File: src/hdl/c8df_pkg.sv
// Package for the CRC-8 packet deframer: shared constants, the result struct
// and the byte-wide CRC-8 fold. No dependencies.
package c8df_pkg;

  localparam int MAX_FRAME_BYTES_DEF = 64;
  localparam int HEADER_BYTES_DEF    = 3;

  localparam int BYTE_W     = 8;
  localparam int APB_ADDR_W = 3;
  localparam int APB_DATA_W = 32;

  localparam logic [BYTE_W-1:0] POLY_RESET = 8'h07;

  localparam logic REG_CRC_POLY = 1'b0;

  typedef logic [BYTE_W-1:0] byte_t;

  typedef struct packed {
    byte_t data_byte;
    byte_t position;
    logic  kept;
    logic  frame_end;
    logic  frame_good;
  } res_t;

  function automatic byte_t crc8_fold(input byte_t crc, input byte_t b, input byte_t poly);
    byte_t v;
    v = crc ^ b;
    for (int i = 0; i < BYTE_W; i++) begin
      if (v[BYTE_W-1]) begin
        v = {v[BYTE_W-2:0], 1'b0} ^ poly;
      end else begin
        v = {v[BYTE_W-2:0], 1'b0};
      end
    end
    return v;
  endfunction

endpackage

File: src/hdl/c8df_cfg.sv
// APB-style configuration register for the CRC-8 packet deframer.
// Holds the CRC-8 polynomial; depends on c8df_pkg.
module c8df_cfg (
  input  logic                              clk,
  input  logic                              rst_n,
  input  logic                              psel,
  input  logic                              penable,
  input  logic                              pwrite,
  input  logic [c8df_pkg::APB_ADDR_W-1:0]   paddr,
  input  logic [c8df_pkg::APB_DATA_W-1:0]   pwdata,
  output logic [c8df_pkg::APB_DATA_W-1:0]   prdata,
  output logic                              pready,
  output c8df_pkg::byte_t                   crc_poly
);

  c8df_pkg::byte_t crc_poly_r;
  c8df_pkg::byte_t crc_poly_nxt;
  logic            reg_idx;
  logic            wr_en;

  assign reg_idx = paddr[c8df_pkg::APB_ADDR_W-1];
  assign pready  = 1'b1;
  assign wr_en   = psel && penable && pwrite && pready;

  always_comb begin
    crc_poly_nxt = crc_poly_r;
    if (wr_en && reg_idx == c8df_pkg::REG_CRC_POLY) begin
      crc_poly_nxt = pwdata[c8df_pkg::BYTE_W-1:0];
    end
  end

  always_ff @(posedge clk) begin
    if (!rst_n) begin
      crc_poly_r <= c8df_pkg::POLY_RESET;
    end else begin
      crc_poly_r <= crc_poly_nxt;
    end
  end

  always_comb begin
    prdata = '0;
    if (reg_idx == c8df_pkg::REG_CRC_POLY) begin
      prdata = c8df_pkg::APB_DATA_W'(crc_poly_r);
    end
  end

  assign crc_poly = crc_poly_r;

endmodule

File: src/hdl/c8df_parser.sv
// Frame state of the CRC-8 packet deframer: position, announced length and
// running CRC, with the per-byte decision logic. Depends on c8df_pkg.
module c8df_parser #(
  parameter int MAX_FRAME_BYTES = c8df_pkg::MAX_FRAME_BYTES_DEF,
  parameter int HEADER_BYTES    = c8df_pkg::HEADER_BYTES_DEF
) (
  input  logic            clk,
  input  logic            rst_n,
  input  logic            step,
  input  c8df_pkg::byte_t rx_byte,
  input  c8df_pkg::byte_t crc_poly,
  output c8df_pkg::res_t  res
);

  localparam c8df_pkg::byte_t MAX_LEN = c8df_pkg::BYTE_W'(MAX_FRAME_BYTES);
  localparam c8df_pkg::byte_t MIN_LEN = c8df_pkg::BYTE_W'(HEADER_BYTES + 1);

  c8df_pkg::byte_t byte_index_r, byte_index_nxt;
  c8df_pkg::byte_t frame_length_r, frame_length_nxt;
  c8df_pkg::byte_t running_crc_r, running_crc_nxt;

  c8df_pkg::byte_t len_eff;
  c8df_pkg::byte_t idx_inc;
  c8df_pkg::byte_t crc_new;
  logic            drop;
  logic            last;

  always_comb begin
    len_eff = (byte_index_r == 8'd1) ? rx_byte : frame_length_r;
    drop    = (byte_index_r == 8'd0 && rx_byte != 8'd0) ||
              (len_eff < MIN_LEN) || (len_eff > MAX_LEN);
    idx_inc = byte_index_r + 8'd1;
    crc_new = c8df_pkg::crc8_fold(running_crc_r, rx_byte, crc_poly);
    last    = !drop && (idx_inc == len_eff);

    res.data_byte  = rx_byte;
    res.position   = byte_index_r;
    res.kept       = !drop;
    res.frame_end  = last;
    res.frame_good = last && (crc_new == 8'd0);

    byte_index_nxt   = byte_index_r;
    frame_length_nxt = frame_length_r;
    running_crc_nxt  = running_crc_r;
    if (step) begin
      if (drop || last) begin
        byte_index_nxt   = 8'd0;
        frame_length_nxt = MAX_LEN;
        running_crc_nxt  = 8'd0;
      end else begin
        byte_index_nxt   = idx_inc;
        frame_length_nxt = len_eff;
        running_crc_nxt  = crc_new;
      end
    end
  end

  always_ff @(posedge clk) begin
    if (!rst_n) begin
      byte_index_r   <= 8'd0;
      frame_length_r <= MAX_LEN;
      running_crc_r  <= 8'd0;
    end else begin
      byte_index_r   <= byte_index_nxt;
      frame_length_r <= frame_length_nxt;
      running_crc_r  <= running_crc_nxt;
    end
  end

  a_idx_in_range: assert property (@(posedge clk) disable iff (!rst_n)
    byte_index_r < MAX_LEN)
    else $error("byte index beyond frame buffer");

  a_restart_after_end: assert property (@(posedge clk) disable iff (!rst_n)
    step && res.frame_end |=> byte_index_r == 8'd0 && running_crc_r == 8'd0 &&
    frame_length_r == MAX_LEN)
    else $error("frame state not restarted after frame end");

  a_drop_restarts: assert property (@(posedge clk) disable iff (!rst_n)
    step && !res.kept |=> byte_index_r == 8'd0 && running_crc_r == 8'd0)
    else $error("frame state not restarted after dropped byte");

endmodule

File: src/hdl/crc8_packet_deframer.sv
// Top level of the CRC-8 packet deframer: input register, frame parser,
// result register and configuration port. Depends on c8df_pkg, c8df_cfg, c8df_parser.
//
// Takes one serial byte per transaction and returns one result per byte: the
// byte, its position in the frame, whether it was kept, and at the last byte of
// a frame whose second byte announced its length, a good flag when the CRC-8
// over the whole frame (check byte included) is zero. A transaction is accepted
// every cycle unless out_stall holds a full result register; each byte passes
// through the input register and the result register, and the frame state and
// byte-wide CRC update are combinational between them. The CRC polynomial (reset 0x07)
// is at address 0; the user writes it only while idle; the block does not enforce it.
module crc8_packet_deframer #(
  parameter int MAX_FRAME_BYTES = c8df_pkg::MAX_FRAME_BYTES_DEF,
  parameter int HEADER_BYTES    = c8df_pkg::HEADER_BYTES_DEF
) (
  input  logic                              clk,
  input  logic                              rst_n,
  input  logic                              in_valid,
  output logic                              in_stall,
  input  logic [7:0]                        in_rx_byte,
  output logic                              out_valid,
  input  logic                              out_stall,
  output logic [7:0]                        out_data_byte,
  output logic [7:0]                        out_position,
  output logic                              out_kept,
  output logic                              out_frame_end,
  output logic                              out_frame_good,
  input  logic                              psel,
  input  logic                              penable,
  input  logic                              pwrite,
  input  logic [c8df_pkg::APB_ADDR_W-1:0]   paddr,
  input  logic [c8df_pkg::APB_DATA_W-1:0]   pwdata,
  output logic [c8df_pkg::APB_DATA_W-1:0]   prdata,
  output logic                              pready
);

  logic            s1_valid_r, s1_valid_nxt;
  c8df_pkg::byte_t s1_byte_r;
  logic            out_valid_r, out_valid_nxt;
  c8df_pkg::res_t  out_res_r;
  c8df_pkg::res_t  res;
  c8df_pkg::byte_t crc_poly;
  logic            out_free;
  logic            step;
  logic            in_fire;

  c8df_cfg u_cfg (
    .clk      (clk),
    .rst_n    (rst_n),
    .psel     (psel),
    .penable  (penable),
    .pwrite   (pwrite),
    .paddr    (paddr),
    .pwdata   (pwdata),
    .prdata   (prdata),
    .pready   (pready),
    .crc_poly (crc_poly)
  );

  c8df_parser #(
    .MAX_FRAME_BYTES (MAX_FRAME_BYTES),
    .HEADER_BYTES    (HEADER_BYTES)
  ) u_parser (
    .clk      (clk),
    .rst_n    (rst_n),
    .step     (step),
    .rx_byte  (s1_byte_r),
    .crc_poly (crc_poly),
    .res      (res)
  );

  assign out_free = !out_valid_r || !out_stall;
  assign step     = s1_valid_r && out_free;
  assign in_stall = s1_valid_r && !out_free;
  assign in_fire  = in_valid && !in_stall;

  always_comb begin
    s1_valid_nxt = s1_valid_r;
    if (in_fire) begin
      s1_valid_nxt = 1'b1;
    end else if (step) begin
      s1_valid_nxt = 1'b0;
    end
    out_valid_nxt = out_valid_r;
    if (step) begin
      out_valid_nxt = 1'b1;
    end else if (out_free) begin
      out_valid_nxt = 1'b0;
    end
  end

  always_ff @(posedge clk) begin
    if (!rst_n) begin
      s1_valid_r  <= 1'b0;
      out_valid_r <= 1'b0;
    end else begin
      s1_valid_r  <= s1_valid_nxt;
      out_valid_r <= out_valid_nxt;
    end
  end

  always_ff @(posedge clk) begin
    if (in_fire) begin
      s1_byte_r <= in_rx_byte;
    end
    if (step) begin
      out_res_r <= res;
    end
  end

  assign out_valid      = out_valid_r;
  assign out_data_byte  = out_res_r.data_byte;
  assign out_position   = out_res_r.position;
  assign out_kept       = out_res_r.kept;
  assign out_frame_end  = out_res_r.frame_end;
  assign out_frame_good = out_res_r.frame_good;

  a_good_needs_end: assert property (@(posedge clk) disable iff (!rst_n)
    out_valid_r |-> !(out_res_r.frame_good && !out_res_r.frame_end))
    else $error("frame good without frame end");

  a_end_needs_kept: assert property (@(posedge clk) disable iff (!rst_n)
    out_valid_r && out_res_r.frame_end |-> out_res_r.kept)
    else $error("frame end on dropped byte");

  a_stall_only_when_full: assert property (@(posedge clk) disable iff (!rst_n)
    in_stall |-> s1_valid_r && out_valid_r && out_stall)
    else $error("input stalled with room downstream");

endmodule

File: config.mk
export PLATFORM = sky130hd
export DESIGN_NAME = crc8_packet_deframer
export DESIGN_NICKNAME = d
export VERILOG_FILES = /design/src/hdl/c8df_pkg.sv /design/src/hdl/c8df_cfg.sv /design/src/hdl/c8df_parser.sv /design/src/hdl/crc8_packet_deframer.sv
export SDC_FILE = /design/constraint.sdc
export NUM_CORES = 1
export LEC_CHECK = 0
export ABC_AREA = 1
export ABC_CLOCK_PERIOD_IN_PS = 2900
export BUFFER_PORTS_ARGS = -buffer_cell sky130_fd_sc_hd__buf_2
export CAP_MARGIN = 15
export CORE_MARGIN = 1
export CORE_UTILIZATION = 50
export CTS_CLUSTER_SIZE = 25
export DETAILED_ROUTE_END_ITERATION = 10
export PLACE_DENSITY = 0.78
export SETUP_SLACK_MARGIN = 0.05
export SYNTH_ARGS = -nofsm -noshare
export SYNTH_HDL_FRONTEND = slang
export SYNTH_HIERARCHICAL = 1
export SYNTH_SLANG_ARGS = --single-unit
File: constraint.sdc
create_clock -name clk -period 2.9 [get_ports clk]
set_input_delay 0 -clock clk [delete_from_list [all_inputs] [get_ports clk]]
set_output_delay 0 -clock clk [all_outputs]
set_load 0.05 [all_outputs]
* Yosys cells after proc, flatten, opt, wreduce, memory -nomap -nowiden
Index checks and enable logic that the tools add are counted.
** Word-level totals
- Memories kept :: 0
- Flip-flop bits (word level) :: 61
- Memory bits (read-only) :: 0
- Logic and storage cells :: 67
- Bits in latches :: 0
- Memory bits (writable) :: 0
** Operators by class
- Reduce and logical (&&, ||, !) cells :: 23
- $lt $le $gt $ge :: 2
- Divide/modulo/power cells :: 0
- Add/sub/neg operators :: 1
- Multipliers :: 0
- Multiplexer cells :: 17
- Shift operators :: 0
- Bitwise gates (word level) :: 10
- Eq/ne operators :: 2
** Operators with widths (number)
- 8-bit two-way mux :: 13
- 8-bit bitwise XOR :: 9
- 8-bit logical NOT :: 2
- 1-bit logical AND :: 9
- 8-bit by 1-bit adder with 8-bit output, second input constant :: 1
- 8-bit by 1-bit == test with 1-bit output, second input constant :: 1
- 8-bit == test :: 1
- 8-bit by 7-bit > comparator with 1-bit output, second input constant :: 1
- 8-bit by 3-bit less-than comparator with 1-bit output, second input constant :: 1
- 8-bit nonzero test :: 1
- 1-bit logical NOT :: 5
- 1-bit logical OR :: 4
- 1-bit two-way mux :: 4
- 2-bit nonzero test :: 2
- 1-bit inverter :: 1

* Logic depth before layout (Yosys ltp)
- Depth after elaboration :: 19
- Gate-level depth with buffers :: 30
- Mapped depth without buffers :: 29

* Hierarchy
Netlist, hierarchy kept.
** By module, submodules not included
- c8df_parser :: instances 1, area an instance 2970.3 µm², cells each 508, sequential area each 480.5 µm²
- crc8_packet_deframer :: instances 1, area an instance 905.9 µm², cells each 40, sequential area each 850.8 µm²
- c8df_cfg :: instances 1, area an instance 646.9 µm², cells each 95, sequential area each 160.2 µm²

* Least setup slack after synthesis
No wires, ideal clock.
- Path kind :: register to register
- From :: reg s1_byte_r[7]
- To :: reg out_res_r, in the netlist out_frame_good, data pin
- Path slack :: 1 ps
- Arrival :: 2649 ps
- Buffers on the path :: 1
- Period minus slack after synthesis :: 2899 ps
- Cell stages (with the launch flop) :: 28
- Path through :: edfxtp_1 -> inv_1 -> nand2_1 -> nand2_2 -> nand3_2 -> nand3_4 -> inv_2 -> nand2_2 -> nand3_2 -> nand2_4 -> nand3_4 -> nand2_4 -> inv_4 -> nor2_8 -> nand3_2 -> nand2_4 -> nand2_2 -> nand2_4 -> nand2_4 -> nand2_2 -> nand2_2 -> nand2_4 -> buf_6 -> nand3_1 -> nand2_1 -> nor2_1 -> nand2_1 -> nor2_1
** RTL lines
- start: declaration :: RTL line crc8_packet_deframer.sv:38 : c8df_pkg::byte_t s1_byte_r;
- start signal: assignment :: RTL line crc8_packet_deframer.sv:104 : s1_byte_r <= in_rx_byte;
- end signal: assignment :: RTL line crc8_packet_deframer.sv:107 : out_res_r <= res;
- end: declaration :: RTL line crc8_packet_deframer.sv:40 : c8df_pkg::res_t out_res_r;

* Worst setup path after layout
- From :: reg s1_byte_r[6]
- To :: reg u_parser.running_crc_r[3]
** Between the ends
- Longest elaborated chain between the ends :: 16
- Elaborated cells between the ends (all ways) :: 28
- Those cells by class :: order compare: 2; eq/ne: 1; mux: 10; bitwise: 8; reduce/logical: 7
** RTL lines
- 8-bit bitwise XOR :: RTL line c8df_pkg.sv:28 : v = crc ^ b;
- 8-bit bitwise XOR :: RTL line c8df_pkg.sv:31 : v = {v[BYTE_W-2:0], 1'b0} ^ poly;
- 8-bit two-way mux (2 in a row) :: RTL line c8df_pkg.sv:30 : if (v[BYTE_W-1]) begin
- 8-bit bitwise XOR :: RTL line c8df_pkg.sv:31
- 8-bit two-way mux :: RTL line c8df_pkg.sv:30
- 8-bit bitwise XOR :: RTL line c8df_pkg.sv:31
- 8-bit two-way mux :: RTL line c8df_pkg.sv:30
- 8-bit two-way mux / 8-bit bitwise XOR (equally long branches) :: RTL line c8df_pkg.sv:30, c8df_pkg.sv:31
- 8-bit bitwise XOR / 8-bit two-way mux (equally long branches) :: RTL line c8df_pkg.sv:31, c8df_pkg.sv:30
- 8-bit two-way mux / 8-bit bitwise XOR (equally long branches) :: RTL line c8df_pkg.sv:30, c8df_pkg.sv:31
- 8-bit bitwise XOR / 8-bit two-way mux (equally long branches) :: RTL line c8df_pkg.sv:31, c8df_pkg.sv:30
- 8-bit two-way mux / 8-bit bitwise XOR (equally long branches) :: RTL line c8df_pkg.sv:30, c8df_pkg.sv:31
- 8-bit bitwise XOR / 8-bit two-way mux (equally long branches) :: RTL line c8df_pkg.sv:31, c8df_pkg.sv:30
- 8-bit two-way mux :: RTL line c8df_pkg.sv:30
- 8-bit two-way mux * :: RTL line c8df_parser.sv:46 : if (drop || last) begin
- end signal: assignment :: RTL line c8df_parser.sv:66 : running_crc_r <= running_crc_nxt;
- end: declaration :: RTL line c8df_parser.sv:20 : c8df_pkg::byte_t running_crc_r, running_crc_nxt;
Mark *: on every way between the ends. The rest lies on a longest branch, timed or not.
A chain may end at the register's enable or synchronous reset.

==> results.json <==
{
  "p_leak_nw": 2.97,
  "async_reset_ff_frac": 0,
  "cp-startpoint": "s1_byte_r[6]",
  "cp-end-kind": "flip-flop",
  "dr.pass1.iters": 7,
  "worst-path-max-fanout": 6,
  "synth-main-ff-cell": "dfxtp_1",
  "ys_ff_latch": 61,
  "fp.dieW_um": 97.1,
  "die_area_um2": 9430,
  "synth_warnings": 6,
  "grt_max_degree": 24,
  "ys_types": 42,
  "io_pins": 104,
  "synth.most_common_cell": "nand2_1",
  "ir_drop_mv": 0.465,
  "r2r_cells": 24,
  "initial_core_util": 0.519,
  "postSynthCellCount": 643,
  "worst-r2r-setup-slack_ns": -0.46,
  "start_kind": "flip-flop",
  "numCtsBuffers": 9,
  "worstPathCellList": "nand2_1, nand2_1, nand2_4, nand2_2, nor2_1, xor2_1, o21ai_0, nand2_1, nand2_1, inv_1, nor2_4, nand2_1, inv_1, nor2_2, nand3_4, nand2_8, nand3_2, buf_4, buf_4, nand4_1, nand2_2, buf_4, nand2_1, a21oi_1",
  "syn_area_per_cell_um2": 7.03,
  "finalPower_mw": 2.69,
  "vias": 4752,
  "crit_end": "u_parser/running_crc_r[3]",
  "area_growth_pct": 34.7,
  "final_max_slew_viol_count": 0,
  "ys_seq_area_frac": 0.330,
  "drt-initial-drc-count": 424,
  "antenna_found_initial": 0,
  "hold_viol_final": 0,
  "fin_crit_sh": 1.16,
  "drive_above_1_share": 0.331,
  "r2r_start": "s1_byte_r[6]",
  "rows": 34,
  "netlist.top_cell.by_area": "edfxtp_1",
  "arrival_ns": 3.56,
  "cp.required_ns": 3.09,
  "worst_pin_slew_ns": 0.785,
  "clkTransAtPathRegs_ns": 0.08,
  "drtAntennaViolNets": 0,
  "drcViolationCount": 0,
  "grt_setup_unrepaired": "true",
  "cts_buffer_depth": 2,
  "clock-sinks": 61,
  "critPathMaxStageDelay_ns": 0.45,
  "port_buffers": 52,
  "min_path_type": "input port to flip-flop",
  "antennaDiodeCount": 0,
  "grtUsageTotal": 0.264,
  "skew_ns": 0.00846,
  "clk_latency_ns": 0.34,
  "grt_overflow": 0,
  "utilization": 0.699,
  "synth_top_area_share": 0.179,
  "dp_worst_setup_slack_ns": -0.289,
  "p_per_area_nw_per_um2": 442,
  "cpMaxStageDelayCell": "edfxtp_1",
  "synth_area_um2": 4520,
  "criticalPathCategory": "flip-flop to flip-flop",
  "core_area_um2": 8720,
  "dp_hpwl_um": 8110,
  "die_h_um": 97.1,
  "finalSetupTns_ns": -3.26,
  "hold_path_startpoint": "pwdata[5]",
  "synth_common_cells": "189 x nand2_1, 81 x inv_1, 62 x nand3_1, 38 x buf_4, 38 x nor2_1",
  "r2r_end": "u_parser/running_crc_r[3]",
  "wl_um": 13300,
  "grt_pass1_wl_um": 20200,
  "cpMostUsedCell": "nand2_1",
  "routed_via_density": 5.33,
  "synth.top_cells.by_area": "edfxtp_1 18%, nand2_1 16%, dfxtp_1 15%, nand3_1 6.9%, inv_1 6.7%",
  "cts_root_buf": "clkbuf_8",
  "fin_crit_ns": 3.36,
  "violations": "setup timing",
  "num-nets-final": 831,
  "synth_edf_count": 27,
  "fin_ws_ns": -0.464,
  "cts_max_level": 3,
  "finalWeightedCongestion": 0.888,
  "setup_violations": 9,
  "status": "complete, but fails checks",
  "drv_cap": 0,
  "max-slew-margin-rel": 0.476,
  "grt_pass1_vias": 4622,
  "fmax_mhz": 297,
  "cts_tree": "done",
  "wl_per_cell_um": 14.9
}
[worst max-delay path, delay by kind of cell, from the launching register on]
| kind | cells | cell delay [ns] |
|---|---|---|
| compound gates | 2 | 0.18 |
| buf+inv | 5 | 0.57 |
| xor+xnor | 1 | 0.19 |
| simple gates | 16 | 1.79 |
| flops | 1 | 0.45 |
[cell type report]
class / count / area, um2
flip-flops and latches: 61 / 1490
clock buffers: 9 / 124
fillers: 585 / 2630
inverters: 90 / 344
well taps: 108 / 135
repair buffers: 152 / 1110
clock inverters: 7 / 96.3
multi-input cells: 464 / 2800
[what timing repair did]
action,CTS,global route
setup endpoints to repair,20,22
hold buffers,25,0
gates resized for setup,35,58
buffers inserted,13,9
pin swaps,17,32
gates cloned,0,1
hold endpoints to repair,18,0
[how the worst min path moves through the flow]
stage | end | cells after the start
floorplan | s1_byte_r[0] | 0
global placement | s1_byte_r[2] | 1
detailed placement | s1_byte_r[5] | 1
CTS | u_cfg/crc_poly[5] | 5
global route | u_cfg/crc_poly[5] | 5
finish | u_cfg/crc_poly[5] | 5
[routing by layer]
layer  part of all wire  track usage  vias up
met4              0.035        0.117        0
met2               0.51        0.458      239
li1                   -            -     2241
met1               0.39        0.311     2213
met3              0.070       0.0590       59
met5                  0            0        -
[kinds of logic after synthesis]
group,count (synthesis),synth area share
AO/OA/AOI/OAI,54,0.0636
XOR/XNOR,34,0.0700
adder cells (fa/ha/maj),3,0.00830
buffers and inverters,142,0.154
flip-flops,61,0.330
multiplexers,1,0.00249
other,2,0.00166
AND/OR/NAND/NOR,346,0.370
[per-stage QoR]
stage	hold slack (ns)	instance area (um2)	cells
after floorplan	0.0989	4610	666
after global placement	0.176	5070	827
after detailed placement	0.178	5070	827
after CTS	0.00180	5800	881
after global routing	0.0466	6090	891
final	0.00430	6090	891
[sequential cells by signal, indices dropped and copies added, names as in the netlist]
register and cells:
out_frame_end 1, u_cfg/crc_poly 8, out_kept 1, u_parser/running_crc_r 8
s1_byte_r 8, s1_valid_r 1, out_position 8, u_parser/byte_index_r 8
out_frame_good 1, out_valid 1, out_data_byte 8, u_parser/frame_length_r 8
[report_power, final]
part / total [mW] / leakage, nW / switching (mW) / internal [mW]
clock: 0.844 / 0.114 / 0.357 / 0.488
sequential: 0.937 / 0.540 / 0.0163 / 0.921
combinational: 0.911 / 2.31 / 0.579 / 0.332
total: 2.69 / 2.97 / 0.952 / 1.74
[cells in the final DEF, fill, tap and decap left out, types with 9 or more instances in the layout]
master and n:
nand2_1 166, inv_1 79, buf_4 71, nand3_1 53, buf_2 52, dfxtp_1 34
nor2_1 29, edfxtp_1 27, nand2_2 27, a21oi_1 25, dlygate4sd3_1 25, conb_1 25
xor2_1 18, nand2_4 13, nor2_2 12, o21ai_0 11, nand3_2 10, clkbuf_8 9
nand3_4 9
(Power assumes the default switching activity.)
